--- src/hdl/sac_pkg.sv ---
package sac_pkg;

  // Default geometry
  localparam int SETS_DEF       = 8;
  localparam int WAYS_DEF       = 5;
  localparam int LINE_BYTES_DEF = 4;
  localparam int ADDR_BITS_DEF  = 16;

  // Byte width of data and results
  localparam int DATA_W = 8;

  // Access selector codes
  localparam logic OP_READ  = 1'b0;
  localparam logic OP_WRITE = 1'b1;

  // Commands from the controller to the datapath
  typedef struct packed {
    logic accept;   // latch the incoming request
    logic dec_ld;   // load block number and tag
    logic set_ld;   // load set and offset, read the set's metadata row
    logic tag_ld;   // load tag compare result and the set's metadata
    logic cnt_clr;  // clear the line move counter
    logic move;     // one step of write-back and fill
    logic acc;      // access the line, write back the metadata row
    logic out_ld;   // load the result register
    logic clr_wr;   // one step of the backing memory clearing pass
  } sac_cmd_t;

  // Status from the datapath to the controller
  typedef struct packed {
    logic hit;        // tag found in the set (valid during tag check)
    logic is_write;   // current request is a write
    logic move_last;  // last step of the line move
    logic clr_last;   // last entry of the clearing pass
  } sac_sts_t;

endpackage

--- src/hdl/sac_ctrl.sv ---
module sac_ctrl (
  input  logic              clk,
  input  logic              rst_n,
  input  logic              in_valid,
  output logic              in_ready,
  output logic              out_valid,
  input  logic              out_ready,
  input  sac_pkg::sac_sts_t sts,
  output sac_pkg::sac_cmd_t cmd
);

  localparam logic [2:0] S_CLR  = 3'd0;
  localparam logic [2:0] S_IDLE = 3'd1;
  localparam logic [2:0] S_DEC  = 3'd2;
  localparam logic [2:0] S_SET  = 3'd3;
  localparam logic [2:0] S_TAG  = 3'd4;
  localparam logic [2:0] S_MOVE = 3'd5;
  localparam logic [2:0] S_ACC  = 3'd6;
  localparam logic [2:0] S_RESP = 3'd7;

  logic [2:0] state_r, state_nxt;
  logic       out_valid_r, out_valid_nxt;

  // Sequencer
  always_comb begin
    state_nxt = state_r;
    cmd       = '0;
    in_ready  = 1'b0;
    out_valid_nxt = out_valid_r & ~out_ready;
    unique case (state_r)
      S_CLR: begin
        cmd.clr_wr = 1'b1;
        if (sts.clr_last) begin
          state_nxt = S_IDLE;
        end
      end
      S_IDLE: begin
        in_ready = 1'b1;
        if (in_valid) begin
          cmd.accept = 1'b1;
          state_nxt  = S_DEC;
        end
      end
      S_DEC: begin
        cmd.dec_ld = 1'b1;
        state_nxt  = S_SET;
      end
      S_SET: begin
        cmd.set_ld = 1'b1;
        state_nxt  = S_TAG;
      end
      S_TAG: begin
        cmd.tag_ld  = 1'b1;
        cmd.cnt_clr = 1'b1;
        state_nxt   = sts.hit ? S_ACC : S_MOVE;
      end
      S_MOVE: begin
        cmd.move = 1'b1;
        if (sts.move_last) begin
          state_nxt = S_ACC;
        end
      end
      S_ACC: begin
        cmd.acc   = 1'b1;
        state_nxt = sts.is_write ? S_IDLE : S_RESP;
      end
      S_RESP: begin
        // wait for the result register to free up
        if (!out_valid_r || out_ready) begin
          cmd.out_ld    = 1'b1;
          out_valid_nxt = 1'b1;
          state_nxt     = S_IDLE;
        end
      end
    endcase
  end

  always_ff @(posedge clk) begin
    if (!rst_n) begin
      state_r     <= S_CLR;
      out_valid_r <= 1'b0;
    end else begin
      state_r     <= state_nxt;
      out_valid_r <= out_valid_nxt;
    end
  end

  assign out_valid = out_valid_r;

endmodule

--- config.mk ---
export PLATFORM = sky130hd
export DESIGN_NAME = sac_ctrl
export DESIGN_NICKNAME = d
export VERILOG_FILES = /design/src/hdl/sac_pkg.sv /design/src/hdl/sac_ctrl.sv
export SDC_FILE = /design/constraint.sdc
export NUM_CORES = 1
export LEC_CHECK = 0
export BUFFER_PORTS_ARGS = -buffer_cell sky130_fd_sc_hd__buf_4
export CORE_AREA = 2 2 39 41
export CTS_CLUSTER_SIZE = 14
export DETAILED_ROUTE_END_ITERATION = 7
export DIE_AREA = 0 0 41 43
export PLACE_DENSITY = 0.57
export SLEW_MARGIN = 25
export SYNTH_ARGS = -nofsm -noshare
export SYNTH_HDL_FRONTEND = slang
export SYNTH_SLANG_ARGS = --single-unit
--- constraint.sdc ---
create_clock -name clk -period 1.3 [get_ports clk]
set_input_delay 0.195 -clock clk [delete_from_list [all_inputs] [get_ports clk]]
set_output_delay 0.195 -clock clk [all_outputs]
set_load 0.01 [all_outputs]
After elaboration in Yosys (flattened, before gate mapping). Cells that the tools add are included.

Output and inout bits: 11. Register bits after elaboration: 4. Input bits: 8. Logic and storage cells: 39.

Equal/unequal tests: 11. Mux-type cells: 20. Bitwise logic cells: 2. Reductions and logical operators: 4.

Operator list (number): 3-bit case mux with 8 select lines (1); 3-bit two-way mux (5); 3-bit equality test (second input constant) (4); 1-bit two-way mux (12); 2-bit != test (second input constant) (4); 3-bit by 2-bit equality test with 1-bit output (second input constant) (2); 2-bit two-way mux (2); 4-bit AND reduction (1); 3-bit by 1-bit equality test with 1-bit output (second input constant) (1); 3-bit zero test (1); 1-bit AND (1); 1-bit zero test (1); 1-bit logical OR (1); 1-bit NOT (1).

Longest topological paths before layout. Gate-level depths: netlist of the first run.

Depth after elaboration: 4. Mapped depth: 4. Mapped depth without buffers: 3.

Worst setup path before layout of the first run. Ideal clock, no wire load.

Path type: reg-to-output. From: register state_r[2]. To: output cmd[5] (netlist bit). Slack: 0.003 ns. Data arrival time: 1.102 ns. Cell stages (with the launch flop): 5. Cells stage by stage: dfxtp_1 buf_6 inv_1 nor3_1 buf_4.

RTL lines: start: declaration (RTL line sac_ctrl.sv:21) `logic [2:0] state_r, state_nxt;`; start signal: assignment (RTL line sac_ctrl.sv:83) `state_r <= state_nxt;`; end: declaration (RTL line sac_ctrl.sv:9) `output sac_pkg::sac_cmd_t cmd`.

==> flow_summary.ini, run 1 <==
[run_status]
outcome = complete, no violations

[route]
detailedRoute.firstPassIterationCount = 3
initial_drc_count = 2
drcViolationCount = 0
wirelength_um = 884
vias_after_detailed_routing = 384
detail-route-antenna-nets = 0
avgViaCountPerCell = 4.68
wl_per_cell_um = 10.8

[global_routing]
grt_antenna_before_repair = 0
first_pass_grt_wire_length_um = 1340
grt_pass1_vias = 332
largest_net_degree_at_the_start_of_global_routing = 14
grt_overflow = 0
overall_global_routing_resource_usage = 0.117

[place]
post_dp_cell_area_um2 = 483
numPortBuffers = 18
final_wtd_congestion = 0.676
post-dp-hpwl_um = 625

[yosys]
syn_area_um2 = 339
ys_seq_area_frac = 0.236
synth_seq_cells = 4
netlist_instances = 42
syn-mean-instance-area_um2 = 8.07
synth_nets = 50
yosysWarningCount = 0
distinct_cell_type_count_of_the_synthesized_netlist = 25

[floorplanning]
core_area_um2 = 1380
initial_core_util = 0.245
horizontal_die_dimension_um = 41
ios = 19
die_height_um = 43
fp-row-count = 14
die-area_um2 = 1760

[critical_path]
criticalPathCategory = register to output pin
path_common_cell = sky130_fd_sc_hd__buf_4
cp_top_family = flip-flops
cpPeakStageDelay_ns = 0.37
timing.critical_path.slowest_stage_cell = sky130_fd_sc_hd__dfxtp_4
worst_path_required_time_ns = 1.11
critical_path.endpoint_type = output pin
worst-path-buf-inv = 2
worst-endpoint-arrival_ns = 1.07
cp-start-kind = register
worstPathCellList = buf_4 > nor3_1 > buf_4
critical_path.max_fanout = 9

[clock_tree]
htree_num_levels = 1
numCtsBuffers = 3
tritoncts = yes
insertion_delay_ns = 0.23
cts_num_sinks = 4
cts.clk_slew.worst_paths_ns = 0.04
maximum_buffer_depth_of_the_clock_tree = 2
clockRootBuffer = sky130_fd_sc_hd__clkbuf_4
ctsHoldBuffers = 0

[sta]
skew_ns = 0.000615
slew_violations = 0
slew-limit-headroom = 0.858
fmax_mhz = 788
post-route-min-period_ns = 1.27
setup_viol = 0
setup_repair_after_global_routing_missed_its_margin = true
tightest_slew_ns = 0.213
timing.final.crit_share = 0.976
timing_hold_violations_final = 0
worst_hold_slack_ns = 0.191

[job]
drv.max_cap_violation_count = 0

[hold_path]
type_of_the_most_critical_hold_path = primary input to register

[finish]
layout.cells.most_common = sky130_fd_sc_hd__buf_4
nets = 76
final_cell_mix = 24 x sky130_fd_sc_hd__buf_4, 3 x sky130_fd_sc_hd__inv_1, 3 x sky130_fd_sc_hd__nand2b_1, 3 x sky130_fd_sc_hd__a21oi_1, 3 x sky130_fd_sc_hd__clkbuf_4
layout-drive-gt1-share = 0.591
post_synthesis_to_final_layout_area_growth_pct = 67.9
final_design_area_no_fill_um2 = 569
antennaDiodeCount = 0

[power]
irDropWorstVdd_mv = 0.332
total_leakage_power_nw = 0.266
power-per-cell-area_nw_per_um2 = 672
-- final timing paths --
check	cells after the start	slack, ns	from	endpoint
worst max-delay path	3	0.03	state_r[1]$_SDFFE_PN0P_	cmd[8]
worst max register to register	4	0.27	state_r[2]$_SDFFE_PN0P_	state_r[1]$_SDFFE_PN0P_
worst min register to register	2	0.57	out_valid$_SDFF_PN0_	out_valid$_SDFF_PN0_
worst min-delay path	2	0.19	rst_n	state_r[1]$_SDFFE_PN0P_
-- synth_stat cells, drive strengths merged --
| master | count | area share |
|---|---|---|
| o22ai | 1 | 0.018 |
| nor2 | 3 | 0.041 |
| nor3 | 4 | 0.089 |
| o21ai | 2 | 0.029 |
| nand3 | 1 | 0.030 |
| buf | 4 | 0.10 |
| nand2 | 2 | 0.022 |
| and3 | 1 | 0.018 |
| a21oi | 3 | 0.044 |
| inv | 3 | 0.033 |
| a221oi | 1 | 0.044 |
| a31o | 1 | 0.026 |
| nor2b | 2 | 0.037 |
| nor3b | 1 | 0.022 |
| a32oi | 1 | 0.048 |
| and2b | 1 | 0.022 |
| nand2b | 3 | 0.055 |
| and3b | 1 | 0.026 |
| and2 | 2 | 0.037 |
| o21bai | 1 | 0.022 |
| dfxtp | 4 | 0.24 |
-- worst reg2reg max path: stages (launching register included) --
cell,delay [ns]
sky130_fd_sc_hd__dfxtp_2,0.34
sky130_fd_sc_hd__buf_6,0.14
sky130_fd_sc_hd__buf_4,0.11
sky130_fd_sc_hd__a32oi_2,0.10
sky130_fd_sc_hd__a31o_1,0.23
-- kinds of logic after synthesis --
kind of cell,count (synthesis),share of synthesized area
buffers and inverters,7,0.133
AND/OR/NAND/NOR,21,0.399
AO/OA/AOI/OAI,10,0.232
flip-flops,4,0.236
-- report_power, final --
part           total [mW]  internal, mW  switching, mW
Clock               0.151         0.103         0.0477
Sequential          0.142         0.127         0.0145
Combinational      0.0905        0.0550         0.0355
Total               0.383         0.285         0.0977
-- metal layers --
metal  vias up  GRT usage  share of wire
met5         -          0              0
met4         0     0.0800         0.0090
met3         2     0.0628           0.11
met2        17      0.159           0.46
met1       168      0.133           0.42
li1        197          -              -
-- registers in the layout, summed over array words and instances, names as in the netlist --
register   cells
out_valid      1
state_r        3
-- timing repair --
action	CTS	global route
endpoints found under the setup margin	10	10
hold endpoints to repair	0	0
resized for setup	7	3
buffers inserted	0	4
-- per-stage QoR --
stage | util | power, mW | setup TNS (ns) | std cells | setup WS (ns)
6_report | 0.411 | 0.383 | 0 | 82 | 0.0316
3_3_place_gp | 0.349 | 0.221 | 0 | 75 | 0.0956
3_5_place_dp | 0.349 | 0.221 | 0 | 75 | 0.0996
5_1_grt | 0.411 | 0.415 | -0.0867 | 82 | -0.0431
2_1_floorplan | - | 0.186 | 0 | 42 | 0.00252
4_1_cts | 0.382 | 0.383 | 0 | 78 | 0.000907
-- area by class of cell --
cell class                      count  area [um^2]
Tap cell                           16         20.0
Clock buffer                        3         22.5
Multi-Input combinational cell     31          235
Sequential cell                     4         88.8
Timing Repair Buffer               25          191
Inverter                            3         11.3
Fill cell                         149          815
Power figures use the tool's default switching activity.
==> run 2: changes to the inputs <==
==> constraint.sdc (replaced) <==
create_clock -name clk -period 1.3 [get_ports clk]
set_input_delay 0.13 -clock clk [delete_from_list [all_inputs] [get_ports clk]]
set_output_delay 0.13 -clock clk [all_outputs]
set_load 0.01 [all_outputs]
==> run 2 against run 1 <==
  * Core utilization decreased by 2.7 points
  * First-iteration DRC count grew to 2.5 times the previous value
  * Final cell count is 4.9% lower
  * Die area did not move
==> flow_summary.ini, run 2 (same netlist as run 1, synthesis figures left out) <==
[sta]
slew-limit-headroom = 0.858
post-route-min-period_ns = 1.23
setup_viol = 0
setup_repair_after_global_routing_missed_its_margin = false
slew_violations = 0
setup_total_negative_slack_ns = 0
fmax_mhz = 812
timing.final.crit_share = 0.947
tightest_slew_ns = 0.212
timing_hold_violations_final = 0
skew_ns = 0.00588

[finish]
post_layout_nonfiller_instances = 78
antennaDiodeCount = 0
post_synthesis_to_final_layout_area_growth_pct = 56.8
nets = 72
layout.cells.most_common = sky130_fd_sc_hd__buf_4
largest_register_ffs = 3
final_cell_mix = 19 x sky130_fd_sc_hd__buf_4, 3 x sky130_fd_sc_hd__inv_1, 3 x sky130_fd_sc_hd__nand2b_1, 3 x sky130_fd_sc_hd__a21oi_1, 3 x sky130_fd_sc_hd__clkbuf_4
top_register = state_r
layout-drive-gt1-share = 0.532

[place]
numPortBuffers = 18
final_wtd_congestion = 0.727
dp.cells = 75
post-dp-hpwl_um = 616

[critical_path]
critical_path.endpoint_type = output pin
worstPathCellList = buf_6 > nor2_2 > and2_1 > buf_4
reg2reg_from = state_r[2]$_SDFFE_PN0P_
timing.critical_path.slowest_stage_cell = sky130_fd_sc_hd__dfxtp_1
cpPeakStageDelay_ns = 0.38
setup.reg_to_reg.worst_slack_ns = 0.28
reg_to_reg_end = state_r[1]$_SDFFE_PN0P_
cp-start-kind = register
criticalPathCategory = register to output pin
critical_path.max_fanout = 6
r2r.worst_path.cells = 4
worst-endpoint-arrival_ns = 1.10
worst_path_required_time_ns = 1.17

[global_routing]
grt_antenna_before_repair = 0
first_pass_grt_wire_length_um = 1390
largest_net_degree_at_the_start_of_global_routing = 14
grt_pass1_vias = 315
grt_overflow = 0
overall_global_routing_resource_usage = 0.118

[clock_tree]
cts_num_sinks = 4
tritoncts = yes
htree_num_levels = 1
clockRootBuffer = sky130_fd_sc_hd__clkbuf_4
cts_post_setup_buffers_inserted = 0
insertion_delay_ns = 0.24
cts.clk_slew.worst_paths_ns = 0.04
maximum_buffer_depth_of_the_clock_tree = 2
numCtsBuffers = 3

[route]
avgViaCountPerCell = 4.37
detail-route-antenna-nets = 0
detailedRoute.firstPassIterationCount = 3
wl_per_cell_um = 10.7
wirelength_um = 832
vias_after_detailed_routing = 341
drcViolationCount = 0
initial_drc_count = 5

[floorplanning]
die_height_um = 43
fp-row-count = 14
core_area_um2 = 1380
initial_core_util = 0.245
ios = 19
horizontal_die_dimension_um = 41
die-area_um2 = 1760

[hold_path]
type_of_the_most_critical_hold_path = primary input to register
hold_crit_start = rst_n
worst_hold_path.endpoint = state_r[1]$_SDFFE_PN0P_
hold_depth = 2

[power]
total_leakage_power_nw = 0.242
irDropWorstVdd_mv = 0.359
power-per-cell-area_nw_per_um2 = 720

[run_status]
outcome = complete, no violations

[job]
drv.max_cap_violation_count = 0
## run 2: power by group
| group | switching [mW] | internal, mW |
|---|---|---|
| registers | 0.0148 | 0.127 |
| clock network | 0.0552 | 0.104 |
| logic | 0.0332 | 0.0491 |
| total | 0.103 | 0.280 |
## run 2: repair_timing
| action | 4_1_cts | 5_1_grt |
|---|---|---|
| setup endpoints to repair | 5 | 6 |
| pin swaps | 0 | 0 |
| gates resized for setup | 2 | 6 |
| hold buffers | 0 | 0 |
## run 2: how the worst max path moves through the flow
| stage | start | end | slack (ns) | cells past startpoint |
|---|---|---|---|---|
| floorplan | state_r[2]$_SDFFE_PN0P_ | cmd[5] | 0.07 | 4 |
| global placement | state_r[0]$_SDFFE_PN0P_ | cmd[8] | 0.18 | 3 |
| detailed placement | state_r[0]$_SDFFE_PN0P_ | state_r[1]$_SDFFE_PN0P_ | 0.15 | 3 |
| CTS | state_r[1]$_SDFFE_PN0P_ | cmd[2] | 0.04 | 4 |
| global route | state_r[1]$_SDFFE_PN0P_ | cmd[2] | 0.004 | 4 |
| finish | state_r[2]$_SDFFE_PN0P_ | in_ready | 0.07 | 4 |
## run 2: cell type report
type / count / area [um^2]
Tap cell: 16 / 20.0
Sequential cell: 4 / 87.6
Clock buffer: 3 / 22.5
Multi-Input combinational cell: 31 / 225
Timing Repair Buffer: 21 / 165
Inverter: 3 / 11.3
Fill cell: 150 / 852
## run 2: metrics by stage
stage	setup WS, ns	util	hold WS, ns	power, mW	cell area, um^2
5_1_grt	0.00386	0.384	0.138	0.406	532
3_5_place_dp	0.154	0.349	0.369	0.221	483
3_3_place_gp	0.182	0.349	0.366	0.221	483
2_1_floorplan	0.0675	-	0.264	0.186	339
4_1_cts	0.0396	0.367	0.115	0.389	508
6_report	0.0691	0.384	0.119	0.383	532
## run 2: worst max-delay path, delay by kind of cell, from the launching register on
family	cells	cell delay [ns]
buffers and inverters	2	0.30
and+or+nand+nor	2	0.20
DFF	1	0.38
## run 2: routing by layer
metal / part of all wire / track usage / wire length, um
met5: 0 / 0 / 0
met4: 0 / 0.0600 / 0
met3: 0.11 / 0.0471 / 95
met2: 0.45 / 0.147 / 376
met1: 0.43 / 0.168 / 360
==> run 3: changes to the inputs <==
--- a/config.mk
+++ b/config.mk
@@ -6,11 +6,12 @@
 export NUM_CORES = 1
 export LEC_CHECK = 0
 export BUFFER_PORTS_ARGS = -buffer_cell sky130_fd_sc_hd__buf_4
-export CORE_AREA = 2 2 39 41
+export CELL_PAD_IN_SITES_DETAIL_PLACEMENT = 2
+export CELL_PAD_IN_SITES_GLOBAL_PLACEMENT = 2
+export CORE_UTILIZATION = 21
 export CTS_CLUSTER_SIZE = 14
 export DETAILED_ROUTE_END_ITERATION = 7
-export DIE_AREA = 0 0 41 43
-export PLACE_DENSITY = 0.57
+export PLACE_DENSITY = 0.79
 export SLEW_MARGIN = 25
 export SYNTH_ARGS = -nofsm -noshare
 export SYNTH_HDL_FRONTEND = slang
==> run 3 against run 2 <==
  * Sequential share of layout area is 0.30 points lower
  * Cell area is 1.9% higher
  * Final cell count is 2.6% higher
  * Clock skew is 0.0051 ns lower
  * Wire length is 13% higher
  * Combinational power is 0.5% higher
  * Die area is 0.92% higher
  * Largest power group unchanged
==> flow_summary.ini, run 3 (same netlist as run 1, synthesis figures left out) <==
[critical_path]
cp-start-kind = register
critical_path.endpoint_type = output pin
criticalPathCategory = register to output pin
setup.reg_to_reg.worst_slack_ns = 0.19
worst_path_required_time_ns = 1.17
worst-endpoint-arrival_ns = 1.09
reg_to_reg_end = state_r[1]$_SDFFE_PN0P_
worst-path-buf-inv = 2
critical_path.startpoint = state_r[1]$_SDFFE_PN0P_
worstPathCellList = buf_4 > nand2b_1 > nor2_1 > buf_4
r2r.worst_path.cells = 4
reg2reg_from = state_r[1]$_SDFFE_PN0P_
cpPeakStageDelay_ns = 0.37
cp_top_family = flip-flops
critical_path.max_fanout = 7
timing.critical_path.slowest_stage_cell = sky130_fd_sc_hd__dfxtp_4
path_common_cell = sky130_fd_sc_hd__buf_4

[global_routing]
largest_net_degree_at_the_start_of_global_routing = 14
grt_pass1_vias = 366
first_pass_grt_wire_length_um = 1550
grt_antenna_before_repair = 0
grt_overflow = 0
overall_global_routing_resource_usage = 0.118

[sta]
slew_violations = 0
slew-limit-headroom = 0.867
tightest_slew_ns = 0.199
timing.final.crit_share = 0.940
fmax_mhz = 819
worst_hold_slack_ns = 0.122
setup_total_negative_slack_ns = 0
skew_ns = 0.000760
post-route-min-period_ns = 1.22
timing_hold_violations_final = 0
setup_viol = 0

[floorplanning]
die_height_um = 42.2
die-area_um2 = 1780
ios = 19
horizontal_die_dimension_um = 42.2
initial_core_util = 0.225
fp-row-count = 14
core_area_um2 = 1510

[finish]
top_register = state_r
layout-drive-gt1-share = 0.563
layout.cells.most_common = sky130_fd_sc_hd__buf_4
largest_register_ffs = 3
nets = 74
layout.filler_cells = 177
final_design_area_no_fill_um2 = 542
antennaDiodeCount = 0
post_synthesis_to_final_layout_area_growth_pct = 59.8

[place]
numPortBuffers = 18
post-dp-hpwl_um = 733
post_dp_cell_area_um2 = 483
final_wtd_congestion = 0.686

[clock_tree]
clockRootBuffer = sky130_fd_sc_hd__clkbuf_4
cts_num_sinks = 4
tritoncts = yes
cts.clk_slew.worst_paths_ns = 0.04
htree_num_levels = 1
numCtsBuffers = 3
ctsHoldBuffers = 0
maximum_buffer_depth_of_the_clock_tree = 2
insertion_delay_ns = 0.24

[power]
totalPowerFinal_mw = 0.388
irDropWorstVdd_mv = 0.365
total_leakage_power_nw = 0.249
power-per-cell-area_nw_per_um2 = 716

[route]
detailedRoute.firstPassIterationCount = 3
vias_after_detailed_routing = 376
initial_drc_count = 2
drcViolationCount = 0
avgViaCountPerCell = 4.70
wl_per_cell_um = 11.7
wirelength_um = 939
detail-route-antenna-nets = 0

[hold_path]
hold_crit_start = rst_n
type_of_the_most_critical_hold_path = primary input to register
worst_hold_path.endpoint = state_r[1]$_SDFFE_PN0P_
hold_depth = 2

[run_status]
outcome = complete, no violations

[job]
drv.max_cap_violation_count = 0
[run 3: final cells by class]
cell class	count	area (um^2)	area share
Sequential cell	4	87.6	0.162
Clock buffer	3	22.5	0.0416
Timing Repair Buffer	23	176	0.326
Tap cell	16	20.0	0.0370
Multi-Input combinational cell	31	224	0.413
Inverter	3	11.3	0.0208
[run 3: routing by layer]
| layer | global-route usage | vias up | share of wire |
|---|---|---|---|
| met4 | 0.0938 | 0 | 0.030 |
| li1 | - | 190 | - |
| met2 | 0.191 | 15 | 0.49 |
| met5 | 0 | - | 0 |
| met3 | 0.0302 | 2 | 0.061 |
| met1 | 0.129 | 169 | 0.41 |
[run 3: worst max-delay path by stage]
stage / cells after the start / endpoint / slack (ns)
floorplan: 4 / cmd[5] / 0.07
global placement: 3 / state_r[1]$_SDFFE_PN0P_ / 0.12
detailed placement: 3 / state_r[1]$_SDFFE_PN0P_ / 0.1
CTS: 4 / cmd[7] / 0.01
global route: 4 / cmd[1] / -0.001
finish: 4 / cmd[7] / 0.08
[run 3: metrics by stage]
stage | cells | utilization | setup WS (ns)
after floorplan | 42 | - | 0.0675
after global placement | 75 | 0.321 | 0.116
after detailed placement | 75 | 0.321 | 0.0977
after CTS | 78 | 0.337 | 0.0110
after global routing | 80 | 0.360 | -0.00136
final | 80 | 0.360 | 0.0785
[run 3: repair_timing]
item,4_1_cts,5_1_grt
setup endpoints to repair,8,10
gates resized for setup,2,5
buffers inserted,0,2
[run 3: where the power goes]
group / leakage (nW) / internal [mW] / switching, mW
clock: 0.0138 / 0.104 / 0.0615
sequential: 0.0339 / 0.127 / 0.0132
combinational: 0.202 / 0.0489 / 0.0338
